[src/rtl/lnab_pkg.sv]
package lnab_pkg;

    localparam int NUM_BINS   = 360;
    localparam int BIN_W      = 9;
    localparam int ANGLE_W    = 16;
    localparam int DIST_W     = 16;

    // quotient floor(angle/100) = floor(angle * QUOT_MUL / 2^QUOT_SHIFT), exact for every 16-bit angle
    localparam int QUOT_SHIFT = 23;
    localparam int QUOT_W     = 10;
    localparam int MUL_W      = 17;
    localparam int PROD_W     = ANGLE_W + MUL_W;
    localparam logic [MUL_W-1:0] QUOT_MUL = 17'd83887;

    localparam int FIFO_DEPTH = 4;
    localparam int FIFO_PTR_W = 2;
    localparam int FIFO_CNT_W = 3;

    localparam int CFG_IDX_W  = 1;
    localparam int CFG_W      = 16;
    localparam logic [CFG_IDX_W-1:0] CFG_RANGE_MIN = 1'b0;
    localparam logic [CFG_IDX_W-1:0] CFG_RANGE_MAX = 1'b1;
    localparam logic [DIST_W-1:0] RANGE_MIN_RST = 16'd150;
    localparam logic [DIST_W-1:0] RANGE_MAX_RST = 16'd6000;

    localparam logic [BIN_W-1:0]  LAST_BIN = 9'(NUM_BINS - 1);
    localparam logic [QUOT_W-1:0] BINS_Q   = 10'(NUM_BINS);

    typedef enum logic {
        REQ_POINT = 1'b0,
        REQ_READ  = 1'b1
    } t_req;

    typedef struct packed {
        t_req               req_type;
        logic [ANGLE_W-1:0] bearing_cdeg;
        logic [DIST_W-1:0]  dist_mm;
        logic [BIN_W-1:0]   read_bin;
    } t_in_item;

    typedef struct packed {
        logic [BIN_W-1:0]  out_bin;
        logic [DIST_W-1:0] out_dist_mm;
        logic              out_valid;
    } t_out_item;

    typedef struct packed {
        t_req              kind;
        logic [BIN_W-1:0]  bin;
        logic [DIST_W-1:0] dist_mm;
        logic              bad_bin;
    } t_cmd;

    typedef struct packed {
        logic [DIST_W-1:0] min_mm;
        logic [DIST_W-1:0] max_mm;
    } t_range;

    typedef enum logic [1:0] {
        B_CLEAR,
        B_IDLE,
        B_DATA
    } t_back_state;

endpackage

[src/rtl/lnab_fifo.sv]
module lnab_fifo (
    input  logic                            i_clk,
    input  logic                            i_rst_n,
    input  logic                            i_push,
    input  lnab_pkg::t_cmd                  i_cmd,
    input  logic                            i_pop,
    output lnab_pkg::t_cmd                  o_head,
    output logic                            o_empty,
    output logic                            o_full,
    output logic [lnab_pkg::FIFO_CNT_W-1:0] o_cnt
);
    import lnab_pkg::*;

    t_cmd                  r_mem [FIFO_DEPTH];
    logic [FIFO_PTR_W-1:0] r_wr_ptr;
    logic [FIFO_PTR_W-1:0] r_rd_ptr;
    logic [FIFO_CNT_W-1:0] r_cnt;

    always_ff @(posedge i_clk) begin
        if (!i_rst_n) begin
            r_wr_ptr <= '0;
            r_rd_ptr <= '0;
            r_cnt    <= '0;
        end else begin
            if (i_push) begin
                r_wr_ptr <= r_wr_ptr + 1'b1;
            end
            if (i_pop) begin
                r_rd_ptr <= r_rd_ptr + 1'b1;
            end
            r_cnt <= r_cnt + FIFO_CNT_W'(i_push) - FIFO_CNT_W'(i_pop);
        end
        if (i_push) begin
            r_mem[r_wr_ptr] <= i_cmd;
        end
    end

    assign o_head  = r_mem[r_rd_ptr];
    assign o_empty = (r_cnt == '0);
    assign o_full  = (r_cnt == FIFO_CNT_W'(FIFO_DEPTH));
    assign o_cnt   = r_cnt;
endmodule

[config.mk]
export PLATFORM = sky130hd
export DESIGN_NAME = lnab_fifo
export DESIGN_NICKNAME = d
export VERILOG_FILES = /design/src/rtl/lnab_pkg.sv /design/src/rtl/lnab_fifo.sv
export SDC_FILE = /design/constraint.sdc
export NUM_CORES = 1
export LEC_CHECK = 0
export ABC_CLOCK_PERIOD_IN_PS = 1980
export BUFFER_PORTS_ARGS = -buffer_cell sky130_fd_sc_hd__buf_2
export CORE_MARGIN = 4
export CORE_UTILIZATION = 59
export CTS_BUF_LIST = sky130_fd_sc_hd__clkbuf_4
export DETAILED_ROUTE_END_ITERATION = 16
export PLACE_DENSITY = 0.82
export SYNTH_ARGS = -nofsm -noshare
export SYNTH_HDL_FRONTEND = slang
export SYNTH_SLANG_ARGS = --single-unit
[constraint.sdc]
create_clock -name i_clk -period 1.98 [get_ports i_clk]
set_input_delay 0 -clock i_clk [delete_from_list [all_inputs] [get_ports i_clk]]
set_output_delay 0 -clock i_clk [all_outputs]
set_load 0.05 [all_outputs]
==> flow_metrics.env <==
export IMPL_dpl_cell_count=345
export IMPL_final_nets=335
export IMPL_synth_adder_area_share_pct=2.17
export IMPL_end_kind="output pin"
export IMPL_tightest_slew_ns=0.416
export IMPL_die_x_um=94.2
export IMPL_synth_mux_area_share_pct=14.7
export IMPL_cts_root_buf="clkbuf_4"
export IMPL_slew_viol_final=0
export IMPL_synth_top_family_by_area="multiplexers"
export IMPL_finalWirelength_um=7600
export IMPL_yosys_area_share_simple_pct=1.71
export IMPL_stdcell_area_um2=5480
export IMPL_grt_overflow=0
export IMPL_gp_congestion=0.726
export IMPL_period_minus_slack_ns=1.88
export IMPL_layout_drive_gt1_share_pct=40.0
export IMPL_synth_top_cell_by_area="edfxtp_1"
export IMPL_vias=2159
export IMPL_ant_nets=0
export IMPL_path_class="reg -> out"
export IMPL_clkSlewWorstSetupHoldPaths_ns=0.10
export IMPL_p_leak_uw=0.00197
export IMPL_critPathCapture="o_head[24]"
export IMPL_netlist_area_um2=4390
export IMPL_crit_fanout=11
export IMPL_timing_fmax_ghz=0.531
export IMPL_dpl_hpwl_um=4230
export IMPL_rows=31
export IMPL_status="complete, no violations"
export IMPL_ys_seq_elements=117
export IMPL_synth_compound_area_share_pct=0.342
export IMPL_numCtsBuffers=17
export IMPL_cts_tree="built"
export IMPL_relSlewSlack_pct=72.2
export IMPL_io_pins=63
export IMPL_hold_viol_final=0
export IMPL_r2r_cells=7
export IMPL_remaining_drc_errors=0
export IMPL_clock_path_buffers=2
export IMPL_core_area_um2=7250
export IMPL_preCtsSetupSlack_ns=0.375
export IMPL_synth_distinct_cells=20
export IMPL_r2r_setup_slack_ns=0.36
export IMPL_yosysTopAreaCellShare_pct=73.9
export IMPL_yosysMostFrequentCell="edfxtp_1"
export IMPL_arrival_ns=1.88
export IMPL_required_ns=1.98
export IMPL_grt_pass1_wl_um=12000
export IMPL_crit_path_cell_trace="buf_12 -> mux4_1 -> buf_2"
export IMPL_path_delay_family="multiplexers"
export IMPL_synthToLayoutAreaGrowth_pct=24.9
export IMPL_finalNonFillerCells=409
export IMPL_cp_slowest_stage_delay_ns=0.56
export IMPL_hold_class="in -> reg"
export IMPL_cp_start_kind="flip-flop"
export IMPL_grt_max_degree=28
export IMPL_placed_cell_area_um2=4810
export IMPL_synth_common_cells="edfxtp_1 (108), mux4_2 (20), dfxtp_1 (9), inv_1 (7), mux4_1 (7)"
export IMPL_num_antenna_cells=0
export IMPL_finClkSkew_ns=0.0120
export IMPL_die_h_um=94.2
export IMPL_layout_setup_ws_ns=0.0970
export IMPL_ir_worst_vdd_mv=0.778
export IMPL_first_global_vias=2256
export IMPL_initial_core_util_pct=60.5
export IMPL_synth_area_per_cell_um2=23.8
export IMPL_cts_sinks=117
export IMPL_io_buffer_count=62
export IMPL_synthArstFlopShare_pct=0
export IMPL_syn_num_nets=222
export IMPL_cpMaxStageDelayCell="mux4_1"
export IMPL_antenna_found_initial=0
export IMPL_firstDrtPassIters=4
export IMPL_drtIter0Drc=108
export IMPL_synth_yosys_warnings=0
export IMPL_path_depth=3
export IMPL_cp_num_buf_inv=2
export IMPL_rsz0062_at_grt="no"
export IMPL_synth_flop_cell="edfxtp_1"
export IMPL_cap_viol_max_count=0
export IMPL_reg2reg_to="o_cnt[2]"
export IMPL_r2r_start="o_cnt[0]"
export IMPL_cts_max_level=4
export IMPL_synth_edf_count=108
export IMPL_synth_area_leaders="edfxtp_1 (74%), mux4_2 (10%), mux4_1 (4.2%)"
export IMPL_timing_final_crit_share_pct=95.1
export IMPL_syn_inst=184
export IMPL_synth_xor_area_share_pct=0.941
export IMPL_grtUsageTotal_pct=19.2
export IMPL_tns_ns=0
export IMPL_insertion_delay_ns=0.50
export IMPL_vias_per_cell=5.28
export IMPL_wire_per_inst_um=18.6
export IMPL_die_area_um2=8880
export IMPL_setup_viol=0
export IMPL_power_uw=5670
export IMPL_seq_area_frac_synth_pct=78.0
export IMPL_p_per_area_nw_per_um2=1040
[placed cells by master (no fill, tap or decap), drive strengths merged]
| master | count |
|---|---|
| bufinv | 3 |
| ha | 6 |
| a21oi | 1 |
| nand3b | 1 |
| clkbuf | 19 |
| xor3 | 1 |
| xnor2 | 2 |
| clkinvlp | 4 |
| dfxtp | 9 |
| clkinv | 5 |
| buf | 70 |
| mux4 | 27 |
| nor3 | 1 |
| fa | 1 |
| and2 | 6 |
| a21bo | 1 |
| inv | 8 |
| nor2 | 5 |
| edfxtp | 108 |
| dlygate4sd3 | 30 |
| mux2i | 1 |
| and3 | 1 |
[routing by layer]
metal / wire length (um) / vias to the layer above / part of all wire, % / GRT usage, %
met5: 0 / - / 0 / 0
met4: 111 / 0 / 1.5 / 7.58
met3: 389 / 13 / 5.1 / 6.33
met2: 3990 / 62 / 52 / 31.0
met1: 3110 / 1094 / 41 / 24.3
li1: - / 990 / - / -
[worst register-to-register path: stages, from the launching register on]
cell     delay (ns)
dfxtp_1        0.36
inv_1          0.07
ha_1           0.27
inv_1          0.04
ha_1           0.18
fa_1           0.37
xor3_1         0.20
nor2_1         0.04
[power by group]
| part | leakage, uW | total (uW) | internal [uW] | switching [uW] |
|---|---|---|---|---|
| Combinational | 0.000746 | 1030 | 369 | 658 |
| Sequential | 0.00107 | 2890 | 2840 | 55.3 |
| Clock | 0.000155 | 1760 | 899 | 857 |
| Total | 0.00197 | 5670 | 4100 | 1570 |
[how the worst min path moves through the flow]
| stage | startpoint | end | slack, ns | cells past startpoint |
|---|---|---|---|---|
| after floorplan | i_cmd[0] | r_mem[0][0] | 0.1 | 0 |
| after global placement | i_cmd[2] | r_mem[1][2] | 0.21 | 1 |
| after detailed placement | i_cmd[8] | r_mem[0][8] | 0.22 | 1 |
| after CTS | i_cmd[6] | r_mem[0][6] | 0.20 | 2 |
| after global routing | i_cmd[19] | r_mem[0][19] | 0.22 | 2 |
| final | i_cmd[6] | r_mem[0][6] | 0.25 | 2 |
[through the flow]
step / hold WS, ns / util (%)
global route: 0.216 / 75.5
global placement: 0.212 / 66.4
floorplan: 0.0989 / -
CTS: 0.202 / 75.6
detailed placement: 0.217 / 66.4
finish: 0.248 / 75.5
[cells by family after synthesis]
family,after synthesis
flops,117
mux,28
compound gates,2
fa+ha+maj,7
simple gates,14
xor+xnor,3
buf+inv,13
[registers in the layout, indices dropped and copies added (netlist names), named ones only]
| name | cells |
|---|---|
| o_cnt | 3 |
| r_mem | 108 |
| r_rd_ptr | 2 |
| r_wr_ptr | 2 |
[repair_timing]
action                                 in CTS  in global routing
setup buffers                               1                  0
gates resized for setup                    12                  1
endpoints found under the hold margin     117                  0
setup endpoints to repair                  12                 11
hold buffers                               30                  0
gates cloned                                1                  0
[cell type report]
type / count / area (um2)
clock buffers: 19 / 143
clock inverters: 13 / 158
fillers: 420 / 1770
inverters: 7 / 26.3
multi-input cells: 54 / 871
flip-flops and latches: 117 / 3430
well taps: 99 / 124
repair buffers: 100 / 731
(Power assumes the default switching activity.)
