===== src/rtl/lnab_pkg.sv =====
package lnab_pkg;

    localparam int NUM_BINS   = 360;
    localparam int BIN_W      = 9;
    localparam int ANGLE_W    = 16;
    localparam int DIST_W     = 16;

    // quotient floor(angle/100) = floor(angle * QUOT_MUL / 2^QUOT_SHIFT), exact for every 16-bit angle
    localparam int QUOT_SHIFT = 23;
    localparam int QUOT_W     = 10;
    localparam int MUL_W      = 17;
    localparam int PROD_W     = ANGLE_W + MUL_W;
    localparam logic [MUL_W-1:0] QUOT_MUL = 17'd83887;

    localparam int FIFO_DEPTH = 4;
    localparam int FIFO_PTR_W = 2;
    localparam int FIFO_CNT_W = 3;

    localparam int CFG_IDX_W  = 1;
    localparam int CFG_W      = 16;
    localparam logic [CFG_IDX_W-1:0] CFG_RANGE_MIN = 1'b0;
    localparam logic [CFG_IDX_W-1:0] CFG_RANGE_MAX = 1'b1;
    localparam logic [DIST_W-1:0] RANGE_MIN_RST = 16'd150;
    localparam logic [DIST_W-1:0] RANGE_MAX_RST = 16'd6000;

    localparam logic [BIN_W-1:0]  LAST_BIN = 9'(NUM_BINS - 1);
    localparam logic [QUOT_W-1:0] BINS_Q   = 10'(NUM_BINS);

    typedef enum logic {
        REQ_POINT = 1'b0,
        REQ_READ  = 1'b1
    } t_req;

    typedef struct packed {
        t_req               req_type;
        logic [ANGLE_W-1:0] bearing_cdeg;
        logic [DIST_W-1:0]  dist_mm;
        logic [BIN_W-1:0]   read_bin;
    } t_in_item;

    typedef struct packed {
        logic [BIN_W-1:0]  out_bin;
        logic [DIST_W-1:0] out_dist_mm;
        logic              out_valid;
    } t_out_item;

    typedef struct packed {
        t_req              kind;
        logic [BIN_W-1:0]  bin;
        logic [DIST_W-1:0] dist_mm;
        logic              bad_bin;
    } t_cmd;

    typedef struct packed {
        logic [DIST_W-1:0] min_mm;
        logic [DIST_W-1:0] max_mm;
    } t_range;

    typedef enum logic [1:0] {
        B_CLEAR,
        B_IDLE,
        B_DATA
    } t_back_state;

endpackage


===== src/rtl/lnab_front.sv =====
module lnab_front (
    input  logic                            i_clk,
    input  logic                            i_rst_n,
    input  logic                            i_start,
    input  lnab_pkg::t_in_item              i_item,
    input  logic [lnab_pkg::FIFO_CNT_W-1:0] i_fifo_cnt,
    input  logic                            i_clearing,
    output logic                            o_busy,
    output logic                            o_push,
    output lnab_pkg::t_cmd                  o_cmd
);
    import lnab_pkg::*;

    localparam int USED_W = FIFO_CNT_W + 1;

    logic                 w_accept;
    logic                 w_keep;
    logic [USED_W-1:0]    w_used;
    logic [PROD_W-1:0]    w_prod;
    logic [QUOT_W-1:0]    w_q;

    logic                 r_s0_vld;
    t_in_item             r_s0;
    logic                 r_s1_vld;
    t_req                 r_s1_kind;
    logic [QUOT_W-1:0]    r_s1_q;
    logic [DIST_W-1:0]    r_s1_dist;
    logic [BIN_W-1:0]     r_s1_rbin;

    assign w_used = {1'b0, i_fifo_cnt} + USED_W'(r_s0_vld) + USED_W'(r_s1_vld);
    assign o_busy = i_clearing || (w_used >= USED_W'(FIFO_DEPTH));
    assign w_accept = i_start && !o_busy;
    // point with no return leaves the store as it is
    assign w_keep = (i_item.req_type == REQ_READ) || (i_item.dist_mm != '0);

    assign w_prod = PROD_W'(r_s0.bearing_cdeg) * PROD_W'(QUOT_MUL);
    assign w_q    = w_prod[QUOT_SHIFT +: QUOT_W];

    always_ff @(posedge i_clk) begin
        if (!i_rst_n) begin
            r_s0_vld <= 1'b0;
            r_s1_vld <= 1'b0;
        end else begin
            r_s0_vld <= w_accept && w_keep;
            r_s1_vld <= r_s0_vld;
        end
        if (w_accept) begin
            r_s0 <= i_item;
        end
        r_s1_kind <= r_s0.req_type;
        r_s1_q    <= w_q;
        r_s1_dist <= r_s0.dist_mm;
        r_s1_rbin <= r_s0.read_bin;
    end

    always_comb begin
        o_push       = r_s1_vld;
        o_cmd.kind   = r_s1_kind;
        o_cmd.dist_mm = r_s1_dist;
        unique case (r_s1_kind)
            REQ_POINT: begin
                o_cmd.bin     = (r_s1_q >= BINS_Q) ? BIN_W'(r_s1_q - BINS_Q) : BIN_W'(r_s1_q);
                o_cmd.bad_bin = 1'b0;
            end
            REQ_READ: begin
                o_cmd.bin     = r_s1_rbin;
                o_cmd.bad_bin = (r_s1_rbin > LAST_BIN);
            end
            default: begin
                o_cmd.bin     = r_s1_rbin;
                o_cmd.bad_bin = 1'b0;
            end
        endcase
    end
endmodule


===== config.mk =====
export PLATFORM = sky130hd
export DESIGN_NAME = lnab_front
export DESIGN_NICKNAME = d
export VERILOG_FILES = /design/src/rtl/lnab_pkg.sv /design/src/rtl/lnab_front.sv
export SDC_FILE = /design/constraint.sdc
export NUM_CORES = 1
export LEC_CHECK = 0
export BUFFER_PORTS_ARGS = -buffer_cell sky130_fd_sc_hd__clkbuf_2
export CAP_MARGIN = 5
export CORE_ASPECT_RATIO = 0.5
export CORE_MARGIN = 3
export CORE_UTILIZATION = 29
export DETAILED_ROUTE_END_ITERATION = 12
export GPL_TIMING_DRIVEN = 0
export PLACE_DENSITY = 0.44
export RECOVER_POWER = 100
export SLEW_MARGIN = 5
export SYNTH_ARGS = -nofsm -noshare
export SYNTH_HDL_FRONTEND = slang
export SYNTH_SLANG_ARGS = --single-unit
export TNS_END_PERCENT = 1

===== constraint.sdc =====
create_clock -name i_clk -period 14.15 [get_ports i_clk]
set_input_delay 2.83 -clock i_clk [delete_from_list [all_inputs] [get_ports i_clk]]
set_output_delay 2.83 -clock i_clk [all_outputs]
set_load 0.03 [all_outputs]

==> results.py <==
metrics = {
    "synth": {
        "netlist-cell-type-count": 45,
        "yosys.area.top_type": "fa_1",
        "async_reset_ff_share_pct": 0,
        "ys.flop_type": "edfxtp_1",
        "synthCells": 611,
        "synth_edf_count": 42,
        "syn_nets": 892,
        "yosysTopAreaCellShare_pct": 27.11,
        "syn_area_um2": 7163,
        "synth-seq-area-share_pct": 28.23,
        "avgSynthCellArea_um2": 11.72,
        "yosysWarnings": 0,
        "synth.area.top_cells": "fa_1, ha_1, edfxtp_1, dfxtp_1, inv_1",
        "synth_seq_cells": 80,
    },
    "global_routing": {
        "overflow": 0,
        "grt_pass1_vias": 4572,
        "grt_max_degree": 29,
        "grt_usage_pct": 11.40,
        "grt_pass1_wl_um": 23560,
        "antenna_found_initial": 0,
    },
    "cts": {
        "numCtsBuffers": 9,
        "clock_path_buffers": 2,
        "path_clk_slew_ns": 0.06,
        "clock_latency_ns": 0.34,
        "cts_hold_buf": 0,
        "cts_num_sinks": 80,
        "cts_setup_buffers": 0,
        "cts_resized": 0,
        "tritoncts": "built",
        "root_buffer": "clkbuf_16",
        "htreeDepth": 3,
    },
    "power": {
        "pwr-share-comb_pct": 55.8,
        "swShare_pct": 41.25,
        "vdd_drop_max_mv": 0.09270,
        "p_int_uw": 650.0,
        "finalPower_mw": 1.106,
        "power_leakage_nw": 4.036,
        "pwr-share-seq_pct": 25.1,
        "p_per_area_nw_per_um2": 135.9,
        "p_clk_share_pct": 19.1,
        "p_sw_uw": 456.4,
    },
    "finish": {
        "utilization_pct": 34.60,
        "area_growth_pct": 13.62,
        "antenna_cells": 0,
        "design_area_um2": 8139,
        "layout.nets": 981,
        "drive_gt1_share_pct": 8.369,
        "fin_cells": 1033,
        "fillCellCount": 2469,
    },
    "min_path": {
        "hp-start": "r_s0[14]",
        "hold_end": "r_s1_dist[5]",
        "min_path_cells": 0,
        "hold_path.class": "reg2reg",
    },
    "place": {
        "port_buffers": 77,
        "dp_cells": 1017,
        "dp_hpwl_um": 12400,
        "place_area_um2": 7986,
        "post-place-ws_ns": 7.396,
        "gp_congestion": 0.7928,
    },
    "run_status": {
        "outcome": "complete, but fails checks",
        "violations": "max-capacitance violations, max-slew violations",
    },
    "critical_path": {
        "crit_family": "compound AO/OA/AOI/OAI gates",
        "critPathKind": "in2out",
        "cp-end-kind": "primary output",
        "cp_max_fo": 3,
        "crit_chain": "clkbuf_2, ha_1, a21o_1, a211o_1, clkbuf_1",
        "reg2reg_depth": 16,
        "path_buf_inv": 2,
        "timing.rr.start": "r_s0[35]",
        "r2r_end": "r_s1_q[9]",
        "required_ns": 11.32,
        "arrival_ns": 3.91,
        "r2r_slack_ns": 7.76,
        "cp_slowest_cell": "a211o_1",
        "max_stage_delay_ns": 0.33,
        "startpoint_type": "primary input",
    },
    "routing": {
        "drt-pass1-iter-count": 4,
        "ant_nets": 0,
        "drt-initial-drc-count": 121,
        "drc_errors": 0,
        "routedWlPerCell_um": 13.66,
        "num_vias": 4189,
        "viasPerCell": 4.055,
        "drt-total-wl_um": 14110,
    },
    "sta": {
        "setup-violations-final": 0,
        "fin_setup_tns_ns": 0,
        "setup_slack_ns": 7.414,
        "timing.final.crit_share_pct": 47.60,
        "slew_viol_final": 29,
        "maxSlewHeadroom_pct": -8.079,
        "tightest_slew_ns": 1.621,
        "skew_ns": 0.008391,
        "hold_viol": 0,
        "period_minus_slack_ns": 6.736,
        "clock.fmax_ghz": 0.1485,
        "holdWs_ns": 0.3311,
        "grt_setup_unrepaired": "no",
    },
    "floorplanning": {
        "coreArea_um2": 23520,
        "rows": 39,
        "io_pins": 78,
        "start_util_pct": 30.46,
        "fp.dieH_um": 117.1,
        "die_area_um2": 26740,
        "die_w_um": 228.3,
    },
    "job": {
        "drv_cap": 1,
    },
}
cell type report:
| cell class | count | area, um2 | area share (%) |
|---|---|---|---|
| multi-input cells | 349 | 4423 | 54.34 |
| flip-flops and latches | 80 | 2022 | 24.84 |
| inverters | 180 | 675.6 | 8.301 |
| well taps | 328 | 410.4 | 5.042 |
| repair buffers | 78 | 330.3 | 4.058 |
| clock buffers | 12 | 236.5 | 2.905 |
| clock inverters | 4 | 30.03 | 0.3689 |
| plain buffers | 2 | 11.26 | 0.1384 |
cells by family after synthesis:
kind of cell             count (synthesis)  share of synthesized area [%]
XOR/XNOR                                14                          1.712
buffers and inverters                  182                          9.590
flip-flops                              80                          28.23
multiplexers                             5                         0.7860
AO/OA/AOI/OAI                           50                          5.607
AND/OR/NAND/NOR                         48                          3.389
adder cells (fa/ha/maj)                232                          50.69
registers in the layout, summed over array words and instances (netlist names):
signal and flops:
r_s1_q 10, r_s0_vld 1, o_push 1, r_s1_dist 16, r_s1_rbin 9, r_s0 42
r_s1_kind 1
worst register-to-register path, stage by stage (launching register included):
cell      delay [ns]
edfxtp_1        0.54
fa_1            0.69
fa_1            0.54
inv_1           0.06
fa_1            0.54
inv_1           0.06
fa_1            0.50
fa_1            0.52
fa_1            0.49
ha_1            0.31
and3_1          0.15
and3_4          0.20
nand3_1         0.09
o21ai_0         0.79
a21oi_1         0.32
o31ai_1         0.35
xnor2_1         0.16
power groups by stage:
stage                     Clock, mW  Sequential [mW]  Combinational (mW)
after global placement            0            0.282               0.648
final                         0.211            0.278               0.618
after global routing          0.233            0.280               0.729
after floorplan                   0            0.281               0.491
after CTS                     0.221            0.278               0.658
after detailed placement          0            0.281               0.647
worst max-delay path by stage:
stage / cells past startpoint / slack (ns) / startpoint / to
final: 5 / 7.41 / i_fifo_cnt[0] / o_busy
after global routing: 17 / 7.30 / r_s0[39] / r_s1_q[9]
after CTS: 5 / 7.39 / i_fifo_cnt[0] / o_busy
after detailed placement: 5 / 7.40 / i_fifo_cnt[0] / o_busy
after global placement: 5 / 7.24 / i_fifo_cnt[0] / r_s0[38]
after floorplan: 3 / 7.66 / i_fifo_cnt[0] / o_busy
layout by cell type, fill, tap and decap left out, types with 2 or more instances in the layout:
cell type / instances
or2_2: 2
xor2_1: 5
nand2_1: 16
clkbuf_16: 9
nor2_1: 7
dfxtp_1: 38
nor4_1: 3
clkbuf_2: 30
o21bai_1: 2
xnor2_1: 9
clkbuf_1: 52
edfxtp_1: 42
ha_1: 135
fa_1: 97
nand3_1: 7
a21o_1: 7
inv_1: 180
o21ai_0: 12
a21oi_1: 14
and3_1: 2
mux2_2: 5
clkinvlp_4: 2
nand4_1: 4
per-layer routing:
| layer | track usage (%) | routed length [um] | vias up |
|---|---|---|---|
| met2 | 18.67 | 6477 | 37 |
| met5 | 0 | 0 | - |
| met4 | 3.778 | 230 | 0 |
| li1 | - | - | 2122 |
| met3 | 2.152 | 333 | 13 |
| met1 | 15.45 | 7070 | 2017 |
cells in the mapped netlist, types with 2 or more instances:
library cell / instances
nor2_1: 7
nand2_1: 16
xnor2_1: 9
inv_1: 180
nand3_1: 7
mux2_2: 5
dfxtp_1: 38
a21oi_1: 12
and3_1: 2
o21ai_0: 10
fa_1: 97
a21o_1: 7
a21oi_2: 3
edfxtp_1: 42
o21bai_1: 2
or2_2: 2
ha_1: 135
nand4_1: 4
nor4_1: 3
xor2_1: 5
Power figures use the tool's default switching activity.
